**src/rtl/anfd_pkg.sv**
```systemverilog
// Shared constants, types and the character pair decode for the ASCII nibble frame decoder.
package anfd_pkg;

   // Operation codes of an input item.
   localparam logic OP_CHAR  = 1'b0;
   localparam logic OP_FLUSH = 1'b1;

   localparam logic [7:0] DIGIT_BASE  = 8'h30;
   localparam logic [4:0] FRAME_CHARS = 5'd20;
   localparam int         DATA_BYTES  = 9;
   localparam int         TEMP_COUNT  = 8;
   localparam int         IDX_W       = $clog2(DATA_BYTES + 1);
   localparam logic [IDX_W-1:0] CHECKSUM_IDX = IDX_W'(DATA_BYTES);

   typedef struct packed {
      logic [TEMP_COUNT-1:0][7:0] temp;
      logic [7:0]                 status_byte;
      logic                       frame_error;
   } frame_result_type;

   // High digit keeps its low nibble after the shift; low digit is ORed in whole.
   function automatic logic [7:0] pair_decode(input logic [7:0] hi, input logic [7:0] lo);
      logic [7:0] h;
      logic [7:0] l;
      h = hi - DIGIT_BASE;
      l = lo - DIGIT_BASE;
      return {h[3:0], 4'b0000} | l;
   endfunction

endpackage

```
**src/rtl/anfd_assembler.sv**
```systemverilog
// Frame state: character position, held high character, decoded bytes and running checksum.
module anfd_assembler (
   input  logic                       clock,
   input  logic                       reset,
   input  logic                       step,
   input  logic                       operation,
   input  logic [7:0]                 rx_char,
   output logic                       completes,
   output anfd_pkg::frame_result_type result
);

   logic [4:0] pos_ff, pos_in;
   logic [7:0] hold_ff, hold_in;
   logic [7:0] sum_ff, sum_in;
   logic [7:0] byte_ff [anfd_pkg::DATA_BYTES];

   logic [4:0]                  pos_eff;
   logic [anfd_pkg::IDX_W-1:0]  idx;
   logic [7:0]                  decoded;
   logic                        write_byte;
   logic                        err;

   // Wrap an out-of-range position back to the frame start.
   assign pos_eff = (pos_ff >= anfd_pkg::FRAME_CHARS) ? 5'd0 : pos_ff;
   assign idx     = pos_eff[4:1];
   assign decoded = anfd_pkg::pair_decode(hold_ff, rx_char);

   assign completes  = (operation == anfd_pkg::OP_CHAR) && pos_eff[0]
                       && (idx == anfd_pkg::CHECKSUM_IDX);
   assign write_byte = step && (operation == anfd_pkg::OP_CHAR) && pos_eff[0]
                       && (idx < anfd_pkg::CHECKSUM_IDX);

   always_comb begin
      pos_in  = pos_ff;
      hold_in = hold_ff;
      sum_in  = sum_ff;
      if (step) begin
         if (operation == anfd_pkg::OP_FLUSH) begin
            pos_in = 5'd0;
            sum_in = 8'd0;
         end else if (!pos_eff[0]) begin
            hold_in = rx_char;
            pos_in  = pos_eff + 5'd1;
         end else if (idx < anfd_pkg::CHECKSUM_IDX) begin
            sum_in = sum_ff + decoded;
            pos_in = pos_eff + 5'd1;
         end else begin
            pos_in = 5'd0;
            sum_in = 8'd0;
         end
      end
   end

   always_ff @(posedge clock) begin
      if (reset) begin
         pos_ff  <= 5'd0;
         hold_ff <= 8'd0;
         sum_ff  <= 8'd0;
      end else begin
         pos_ff  <= pos_in;
         hold_ff <= hold_in;
         sum_ff  <= sum_in;
      end
   end

   always_ff @(posedge clock) begin
      if (write_byte) begin
         byte_ff[idx] <= decoded;
      end
   end

   // Zero every value on a checksum mismatch.
   assign err = (sum_ff != decoded);
   always_comb begin
      for (int k = 0; k < anfd_pkg::TEMP_COUNT; k++) begin
         result.temp[k] = err ? 8'd0 : byte_ff[k];
      end
      result.status_byte = err ? 8'd0 : byte_ff[anfd_pkg::DATA_BYTES-1];
      result.frame_error = err;
   end

endmodule

```
**src/rtl/ascii_nibble_frame_decoder.sv**
```systemverilog
// Top level of the ASCII nibble frame decoder: input register, frame assembler, result register.
//
//   channel | direction | handshake            | payload
//   --------+-----------+----------------------+-------------------------------------------
//   req     | in        | req_valid/req_stall  | req_operation, req_rx_char
//   rsp     | out       | rsp_valid/rsp_stall  | rsp_temp_0..7, rsp_status_byte,
//           |           |                      | rsp_frame_error
//
// One item per cycle is sustained while no result waits under rsp_stall. An item
// is held in the input register, where the assembler decodes it and updates the
// frame state; the twentieth character of a frame loads the result register as it
// leaves the input register, so rsp_valid rises from the result register.
// Reset (synchronous, active high) empties both registers and returns to frame start.
// A stalled result holds the completing character in the input register; every
// other item keeps flowing, so req_stall rises only while a result waits under rsp_stall.
module ascii_nibble_frame_decoder (
   input  logic              clock,
   input  logic              reset,
   input  logic              req_valid,
   output logic              req_stall,
   input  logic              req_operation,
   input  logic [7:0]        req_rx_char,
   output logic              rsp_valid,
   input  logic              rsp_stall,
   output logic signed [7:0] rsp_temp_0,
   output logic signed [7:0] rsp_temp_1,
   output logic signed [7:0] rsp_temp_2,
   output logic signed [7:0] rsp_temp_3,
   output logic signed [7:0] rsp_temp_4,
   output logic signed [7:0] rsp_temp_5,
   output logic signed [7:0] rsp_temp_6,
   output logic signed [7:0] rsp_temp_7,
   output logic [7:0]        rsp_status_byte,
   output logic              rsp_frame_error
);

   // Input register.
   logic       in_valid_ff, in_valid_in;
   logic       in_op_ff;
   logic [7:0] in_char_ff;

   // Result register.
   logic                       rsp_valid_ff, rsp_valid_in;
   anfd_pkg::frame_result_type rsp_ff;

   logic                       completes;
   anfd_pkg::frame_result_type result;
   logic                       advance;
   logic                       accept;
   logic                       load_rsp;

   anfd_assembler u_assembler (
      .clock     (clock),
      .reset     (reset),
      .step      (advance),
      .operation (in_op_ff),
      .rx_char   (in_char_ff),
      .completes (completes),
      .result    (result)
   );

   // Advance the held item unless it completes a frame and the result slot is blocked.
   assign advance   = in_valid_ff && (!completes || !rsp_valid_ff || !rsp_stall);
   assign load_rsp  = advance && completes;
   assign req_stall = in_valid_ff && !advance;
   assign accept    = req_valid && !req_stall;

   assign in_valid_in  = accept || (in_valid_ff && !advance);
   assign rsp_valid_in = load_rsp || (rsp_valid_ff && rsp_stall);

   always_ff @(posedge clock) begin
      if (reset) begin
         in_valid_ff  <= 1'b0;
         rsp_valid_ff <= 1'b0;
      end else begin
         in_valid_ff  <= in_valid_in;
         rsp_valid_ff <= rsp_valid_in;
      end
   end

   // Capture the payload only on accept.
   always_ff @(posedge clock) begin
      if (accept) begin
         in_op_ff   <= req_operation;
         in_char_ff <= req_rx_char;
      end
   end

   // Hold the result while stalled; load a fresh one when the frame completes.
   always_ff @(posedge clock) begin
      if (load_rsp) begin
         rsp_ff <= result;
      end
   end

   assign rsp_valid       = rsp_valid_ff;
   assign rsp_temp_0      = $signed(rsp_ff.temp[0]);
   assign rsp_temp_1      = $signed(rsp_ff.temp[1]);
   assign rsp_temp_2      = $signed(rsp_ff.temp[2]);
   assign rsp_temp_3      = $signed(rsp_ff.temp[3]);
   assign rsp_temp_4      = $signed(rsp_ff.temp[4]);
   assign rsp_temp_5      = $signed(rsp_ff.temp[5]);
   assign rsp_temp_6      = $signed(rsp_ff.temp[6]);
   assign rsp_temp_7      = $signed(rsp_ff.temp[7]);
   assign rsp_status_byte = rsp_ff.status_byte;
   assign rsp_frame_error = rsp_ff.frame_error;

endmodule

```
**config.mk**
```make
export PLATFORM = sky130hd
export DESIGN_NAME = ascii_nibble_frame_decoder
export DESIGN_NICKNAME = d
export VERILOG_FILES = /design/src/rtl/anfd_pkg.sv /design/src/rtl/anfd_assembler.sv /design/src/rtl/ascii_nibble_frame_decoder.sv
export SDC_FILE = /design/constraint.sdc
export NUM_CORES = 1
export LEC_CHECK = 0
export BUFFER_PORTS_ARGS = -buffer_cell sky130_fd_sc_hd__buf_2
export CORE_MARGIN = 2
export CORE_UTILIZATION = 57
export CTS_CLUSTER_DIAMETER = 50
export DETAILED_ROUTE_END_ITERATION = 7
export MAX_ROUTING_LAYER = met4
export PLACE_DENSITY = 0.79
export SLEW_MARGIN = 25
export SYNTH_ARGS = -nofsm -noshare
export SYNTH_HDL_FRONTEND = slang
export SYNTH_SLANG_ARGS = --single-unit
```
**constraint.sdc**
```tcl
create_clock -name clock -period 3.7 [get_ports clock]
set_input_delay 0.74 -clock clock [delete_from_list [all_inputs] [get_ports clock]]
set_output_delay 0.74 -clock clock [all_outputs]
set_load 0.05 [all_outputs]
```
==> results.cfg, run 1 <==
[logic_synthesis]
yosys_register_bits = 173
async_flop_share_pct = 0
synthesis.nets = 412
ys_types = 46
ys.flop_type = edfxtp_1
synthTopCellsByCount = edfxtp_1 (154), and2_1 (74), dfxtp_1 (19)
syn_avg_cell_area_um2 = 16.62
synth_edf_count = 154
synth_top_area_share_pct = 71.54
yosys_warnings = 0
synth_area_um2 = 6464
synth_area_leaders = edfxtp_1 (72%), and2_1 (7.2%), dfxtp_1 (5.9%)
synth_area_leader_cell = edfxtp_1
synthesis.instances = 389
yosysSeqAreaShare_pct = 77.43
yosysMostFrequentCell = edfxtp_1

[cts]
cts_buffers = 17
htree_levels = 4
clock_sinks = 173
cts-resized-gates = 0
insertion_delay_ns = 0.41
path_clk_slew_ns = 0.06
clock-root-buffer = clkbuf_16
post_cts_buffers = 0
hold_buffers = 0
clockBufferDepth = 2
cts_tree = yes

[floorplanning]
rows = 38
core-area_um2 = 10940
start_util_pct = 59.11
die_x_um = 110.5
dieArea_um2 = 12210
fp.dieH_um = 110.5
io_pins = 88

[route]
vias_per_cell = 5.329
routedWlPerCell_um = 17.21
drtAntennaViolNets = 0
wirelength_um = 11100
drcViolationCount = 0
dr.pass1.iters = 4
first_iter_violations = 188
vias = 3437

[place]
gp_congestion = 0.9182
port_buffers = 87
detailed_place_hpwl_um = 7162

[power]
pwr-share-seq_pct = 55.4
clock_power_share_pct = 41.7
leakagePower_nw = 3.107
vdd_ir_drop_max_v = 0.0002917
p_sw_mw = 0.7575
pwr-share-comb_pct = 2.9
power.share.switching_pct = 19.34
total_power_mw = 3.918
powerDensity_nw_per_um2 = 510.1
p_int_mw = 3.160

[sta]
finClkSkew_ns = 0.008657
worst_pin_slew_ns = 0.9897
fmax_mhz = 344.5
hold_viol_final = 0
rsz0062_at_grt = no
fin_setup_tns_ns = 0
finalCritPeriodShare_pct = 78.45
relSlewSlack_pct = 34.02
setup_viol = 0
min_period_ns = 2.903
final_max_slew_viol_count = 0

[worst_setup_path]
path_cells = ha_1 > xor2_1 > nand2b_1 > ha_1 > nor4_1 > nand2_1 > nor2_4 > buf_12 > and2_1
max_stage_delay_ns = 0.45
critPathKind = flop to flop
critPathMostFrequentCell = ha_1
arrival_ns = 3.17
cp_max_fo = 52
end_kind = flop
cp_top_family = simple AND/OR/NAND/NOR gates
cp.required_ns = 3.97
crit_path_start_kind = flop
worst-path-buf-inv = 1
critical_path.slowest_cell = ha_1

[grt]
grt_pass1_wl_um = 18060
grt_usage_pct = 19.93
antenna_found_initial = 0
grt_pass1_vias = 3463
grt_overflow_total = 0
grt_max_degree = 53

[final_layout]
diodes = 0
drive_above_1_share_pct = 26.34
fill_cells = 694
register_area_um2 = 5005
largest_register = u_assembler.byte_ff
multi_input_area_um2 = 1386
largest_reg_flops = 72
finalNetCount = 515
areaGrowthSynthToFinish_pct = 18.83

[run_status]
status = finished clean

[run]
cap_violations = 0

[min_path]
min_path_type = flop to flop
final cells by class:
class / instances / area share [%]
Clock buffer: 27 / 6.842
Clock inverter: 5 / 0.4072
Inverter: 4 / 0.1955
Sequential cell: 173 / 65.16
Multi-Input combinational cell: 198 / 18.05
Timing Repair Buffer: 98 / 7.070
Tap cell: 140 / 2.281
layer usage:
layer	global-route usage [%]	vias up	wire length (um)
met4	7.083	0	233
met5	-	-	0
li1	-	1639	-
met3	5.488	18	514
met2	32.39	107	5751
met1	24.27	1673	4603
path summary, 6_finish.rpt:
check	start	to	slack [ns]	cells after the start
setup / recovery	in_char_ff[4]$_DFFE_PP_	rsp_temp_0[0]$_SDFFCE_PP0P_	0.80	9
hold reg to reg	u_assembler.hold_ff[0]$_SDFFE_PP0P_	u_assembler.hold_ff[0]$_SDFFE_PP0P_	0.48	2
setup reg to reg	in_char_ff[4]$_DFFE_PP_	rsp_temp_0[0]$_SDFFCE_PP0P_	0.80	9
hold / removal	u_assembler.hold_ff[0]$_SDFFE_PP0P_	u_assembler.hold_ff[0]$_SDFFE_PP0P_	0.48	2
cell families (layout without fill, tap and decap cells):
kind of cell | after synthesis | count (layout) | synth area share (%)
xor+xnor | 8 | 8 | 1.084
fa+ha+maj | 10 | 10 | 2.052
compound gates | 38 | 38 | 4.433
simple gates | 135 | 135 | 12.60
flops | 173 | 173 | 77.43
mux | 7 | 7 | 1.084
buf+inv | 18 | 134 | 1.316
worst register-to-register path: stages (launching register included):
cell	delay, ns
edfxtp_1	0.42
ha_1	0.24
xor2_1	0.19
nand2b_1	0.28
ha_1	0.45
nor4_1	0.25
nand2_1	0.13
nor2_4	0.36
buf_12	0.25
and2_1	0.18
through the flow:
stage          cells  area, um2  setup WS (ns)  util, %  hold WS (ns)
6_report         645       7681         0.7975    70.24        0.4822
5_1_grt          645       7681         0.5816    70.24        0.4801
4_1_cts          645       7681         0.7975    70.24        0.4854
3_5_place_dp     613       7124         0.8143    65.15        0.4712
3_3_place_gp     613       7124         0.9488    65.15        0.4654
2_1_floorplan    389       6464         0.5063        -        0.4511
layout by cell type (no fill, tap or decap), drive strengths merged, types with 2 or more instances in the layout:
cell | synthesis | final
nor3 | 5 | 5
nand4 | 2 | 2
o21ai | 3 | 3
xor2 | 4 | 4
a21oi | 13 | 13
and2 | 74 | 74
edfxtp | 154 | 154
nand2 | 15 | 15
ha | 9 | 9
dfxtp | 19 | 19
nor2b | 2 | 2
mux2i | 7 | 7
nor4 | 5 | 5
clkbuf | 4 | 27
xnor2 | 4 | 4
nand3 | 5 | 5
nand3b | 2 | 2
inv | 4 | 4
buf | 10 | 98
nor2 | 12 | 12
nand2b | 7 | 7
o21a | 2 | 2
clkinv | 0 | 4
and3b | 2 | 2
a22o | 7 | 7
a21o | 3 | 3
power by group through the flow:
stage / logic [mW] / clock network (mW) / registers, mW
3_3_place_gp: 0.109 / 0 / 2.21
4_1_cts: 0.114 / 1.65 / 2.17
5_1_grt: 0.126 / 1.74 / 2.17
2_1_floorplan: 0.0717 / 0 / 2.20
6_report: 0.113 / 1.63 / 2.17
3_5_place_dp: 0.113 / 0 / 2.21
Power figures use the tool's default switching activity.
==> run 2: changes to the inputs <==
- clock period: 3.7 -> 2.71 ns (I/O delays scaled with it)
==> run 2 against run 1 <==
Sequential power increased by 36%. Critical path type is now flop to output pin. Highest routed layer unchanged. Clock skew increased by 0.00093 ns. Worst setup slack got worse by 0.65 ns.
==> results.cfg, run 2 (synthesis results as in run 1) <==
[min_path]
min_path_type = input port to flop
whs_path_depth = 1

[grt]
grt_pass1_wl_um = 18840
grt_usage_pct = 20.96
grt_overflow_total = 0
antenna_found_initial = 0
grt_max_degree = 74
grt_pass1_vias = 3612

[final_layout]
fill_cells = 668
mostFrequentLayoutCells = edfxtp_1 (154), buf_2 (87), and2_1 (74)
finalNetCount = 526
diodes = 0
largest_reg_flops = 72
largest_register = u_assembler.byte_ff
areaGrowthSynthToFinish_pct = 20.81
drive_above_1_share_pct = 28.68
final_common_cell = edfxtp_1

[route]
wirelength_um = 11680
vias = 3506
drtAntennaViolNets = 0
vias_per_cell = 5.345
routedWlPerCell_um = 17.80
first_iter_violations = 209
dr.pass1.iters = 5
drcViolationCount = 0

[power]
leakagePower_nw = 2.625
total_power_mw = 5.497
powerDensity_nw_per_um2 = 704.0
vdd_ir_drop_max_v = 0.0004897

[sta]
worst_pin_slew_ns = 0.6319
finClkSkew_ns = 0.009584
final_max_slew_viol_count = 0
setup_viol = 0
relSlewSlack_pct = 57.56
finalCritPeriodShare_pct = 94.74
min_period_ns = 2.567
fmax_mhz = 389.5
rsz0062_at_grt = no
hold_viol_final = 0
fin_setup_tns_ns = 0
final.hold.worst_slack_ns = 0.2975

[cts]
hold_buffers = 0
clockBufferDepth = 2
insertion_delay_ns = 0.42
path_clk_slew_ns = 0.06
cts_buffers = 17
htree_levels = 4
cts_tree = yes
post_cts_buffers = 0
clock-root-buffer = clkbuf_16
clock_sinks = 173

[floorplanning]
start_util_pct = 59.11
dieArea_um2 = 12210
die_x_um = 110.5
io_pins = 88
fp.dieH_um = 110.5
core-area_um2 = 10940
rows = 38

[place]
port_buffers = 87
detailed_place_hpwl_um = 7338
gp_congestion = 0.8429

[worst_setup_path]
cp.required_ns = 2.17
crit_path_start_kind = flop
end_kind = output pin
rr_worst_depth = 8
arrival_ns = 2.03
cp_max_fo = 13
critPathKind = flop to output pin
regToRegSetupSlack_ns = 0.17

[run]
cap_violations = 0

[run_status]
status = finished clean
run 2: changes by cell type in the layout (fill, tap and decap cells not counted), sizes merged:
cell | before | now
buf | 98 | 109
clkbuf | 27 | 23
clkinvlp | 1 | 4
bufinv | 0 | 2
clkinv | 4 | 2
inv | 4 | 5
run 2: layer usage:
layer / track usage (%) / wire length [um]
met5: - / 0
met4: 9.000 / 191
met3: 5.928 / 616
met2: 34.89 / 6329
met1: 23.90 / 4541
run 2: power breakdown:
| group | leakage, nW | switching [mW] | total, mW | internal, mW |
|---|---|---|---|---|
| clock | 0.268 | 0.949 | 2.36 | 1.41 |
| combinational | 0.953 | 0.120 | 0.190 | 0.0704 |
| sequential | 1.40 | 0.0241 | 2.95 | 2.93 |
run 2: repair_timing:
| action | in CTS | in global routing |
|---|---|---|
| hold endpoints to repair | 0 | 0 |
| resized for setup | 0 | 3 |
| endpoints found under the setup margin | 0 | 74 |
run 2: stage by stage:
stage          worst slack, ns  util [%]  instance area (um2)  instances
2_1_floorplan           0.3222         -                 6465        389
3_3_place_gp            0.3114     66.02                 7219        624
3_5_place_dp            0.3086     66.02                 7219        624
4_1_cts                0.07790     71.32                 7799        656
5_1_grt                0.02167     71.41                 7809        656
6_report                0.1426     71.41                 7809        656
run 2: final timing paths:
path / startpoint / end
setup / recovery: u_assembler.pos_ff[3]$_SDFFE_PP0P_ / req_stall
hold / removal: req_rx_char[5] / in_char_ff[5]$_DFFE_PP_
setup reg to reg: in_char_ff[4]$_DFFE_PP_ / rsp_temp_0[6]$_SDFFCE_PP0P_
hold reg to reg: u_assembler.hold_ff[2]$_SDFFE_PP0P_ / u_assembler.hold_ff[2]$_SDFFE_PP0P_
run 2: cell type report:
class                   instances  area, um2  area share, %
flip-flops and latches        173       5006          64.11
multi-input cells             198       1395          17.87
repair buffers                109      638.1          8.172
clock buffers                  23      467.9          5.993
well taps                     140      175.2          2.243
clock inverters                 9      111.4          1.426
inverters                       4      15.01         0.1923
run 2: critical path, stage by stage (launching register included):
cell,delay (ns)
dfxtp_1,0.44
and4bb_4,0.48
nand3_4,0.16
nand2b_1,0.20
inv_1,0.08
buf_2,0.26
==> run 3: changes to the inputs <==
- CTS_BUF_LIST: default -> sky130_fd_sc_hd__clkbuf_4 sky130_fd_sc_hd__clkbuf_8 sky130_fd_sc_hd__clkbuf_16
==> run 3 against run 2 <==
Wire length barely moved. Utilization rose by 0.14 points. Via count rose by 0.46%. Power rose by 0.79%. Maximum frequency barely moved. Global-route usage fell by 0.17 points. Sequential share of layout area fell by 0.12 points.
==> results.cfg, run 3 (synthesis results as in run 1) <==
[cts]
hold_buffers = 0
clock-root-buffer = clkbuf_16
clockBufferDepth = 2
htree_levels = 4
path_clk_slew_ns = 0.06
cts_buffers = 17
cts_tree = yes
clock_sinks = 173
insertion_delay_ns = 0.42

[floorplanning]
io_pins = 88
dieArea_um2 = 12210
core-area_um2 = 10940
rows = 38
die_x_um = 110.5
start_util_pct = 59.11
fp.dieH_um = 110.5

[place]
detailed_place_hpwl_um = 7338
port_buffers = 87
place_ws_ns = 0.3086
gp_congestion = 0.8429

[sta]
relSlewSlack_pct = 58.13
setup_ws_ns = 0.1443
hold_viol_final = 0
setup_viol = 0
final_max_slew_viol_count = 0
fin_setup_tns_ns = 0
finalCritPeriodShare_pct = 94.67
worst_pin_slew_ns = 0.6234
rsz0062_at_grt = no
finClkSkew_ns = 0.008158
fmax_mhz = 389.8
min_period_ns = 2.566

[final_layout]
fill_cells = 662
register_area_um2 = 5006
multi_input_area_um2 = 1395
final_common_cell = edfxtp_1
largest_reg_flops = 72
diodes = 0
mostFrequentLayoutCells = edfxtp_1 (154), buf_2 (87), and2_1 (74)
drive_above_1_share_pct = 29.46
finalNetCount = 526
areaGrowthSynthToFinish_pct = 21.04
largest_register = u_assembler.byte_ff

[grt]
grt_max_degree = 74
grt_overflow_total = 0
antenna_found_initial = 0
grt_usage_pct = 20.78
grt_pass1_vias = 3600
grt_pass1_wl_um = 18640

[route]
routedWlPerCell_um = 17.80
wirelength_um = 11680
vias_per_cell = 5.369
drcViolationCount = 0
drtAntennaViolNets = 0
dr.pass1.iters = 5
first_iter_violations = 192
vias = 3522

[run]
cap_violations = 0

[worst_setup_path]
critical_path.slowest_cell = and4bb_4
arrival_ns = 2.02
crit_path_start_kind = flop
end_kind = output pin
critPathKind = flop to output pin
cp.required_ns = 2.17
cp_max_fo = 13
max_stage_delay_ns = 0.47
regToRegSetupSlack_ns = 0.17
path_cells = and4bb_4 > nand3_4 > nand2b_1 > inv_1 > buf_2

[power]
powerDensity_nw_per_um2 = 708.2
vdd_ir_drop_max_v = 0.0004796
leakagePower_nw = 2.639

[run_status]
status = finished clean

[min_path]
min_path_type = input port to flop
run 3: final timing paths:
check	startpoint	end	depth (start not counted)
hold reg to reg	u_assembler.hold_ff[2]$_SDFFE_PP0P_	u_assembler.hold_ff[2]$_SDFFE_PP0P_	2
setup reg to reg	in_char_ff[4]$_DFFE_PP_	rsp_temp_2[5]$_SDFFCE_PP0P_	8
hold / removal	req_rx_char[5]	in_char_ff[5]$_DFFE_PP_	1
setup / recovery	u_assembler.pos_ff[3]$_SDFFE_PP0P_	req_stall	5
run 3: timing repair:
| item | CTS | global route |
|---|---|---|
| setup buffers | 0 | 0 |
| resized for setup | 0 | 3 |
| endpoints found under the setup margin | 0 | 74 |
run 3: power by group:
part | internal (mW) | switching [mW] | total (mW)
clock network | 1.45 | 0.953 | 2.40
logic | 0.0704 | 0.120 | 0.190
registers | 2.93 | 0.0239 | 2.95
total | 4.44 | 1.10 | 5.54
run 3: stage by stage:
step	power [mW]	hold slack, ns	instance area, um2	std cells	utilization, %
6_report	5.541	0.2920	7824	656	71.54
5_1_grt	5.719	0.2720	7824	656	71.54
4_1_cts	5.581	0.2772	7814	656	71.45
3_5_place_dp	3.195	0.4730	7219	624	66.02
3_3_place_gp	3.186	0.4681	7219	624	66.02
2_1_floorplan	3.102	0.4511	6465	389	-
run 3: metal layers:
layer | GRT usage (%) | wire length [um]
met2 | 33.95 | 6187
met4 | 9.833 | 240
met3 | 5.763 | 748
met5 | - | 0
met1 | 23.98 | 4501
run 3: final cells by class:
cell class / instances / area share (%)
clock inverter: 9 / 1.423
sequential: 173 / 63.99
inverter: 4 / 0.1919
timing repair buffer: 109 / 8.156
clock buffer: 23 / 6.173
multi-input combinational: 198 / 17.83
tap: 140 / 2.239
run 3: worst max-delay path, delay by kind of cell (launching register included):
family / cells / cell delay (ns)
AND/OR/NAND/NOR: 3 / 0.83
flip-flops: 1 / 0.44
buffers and inverters: 2 / 0.34
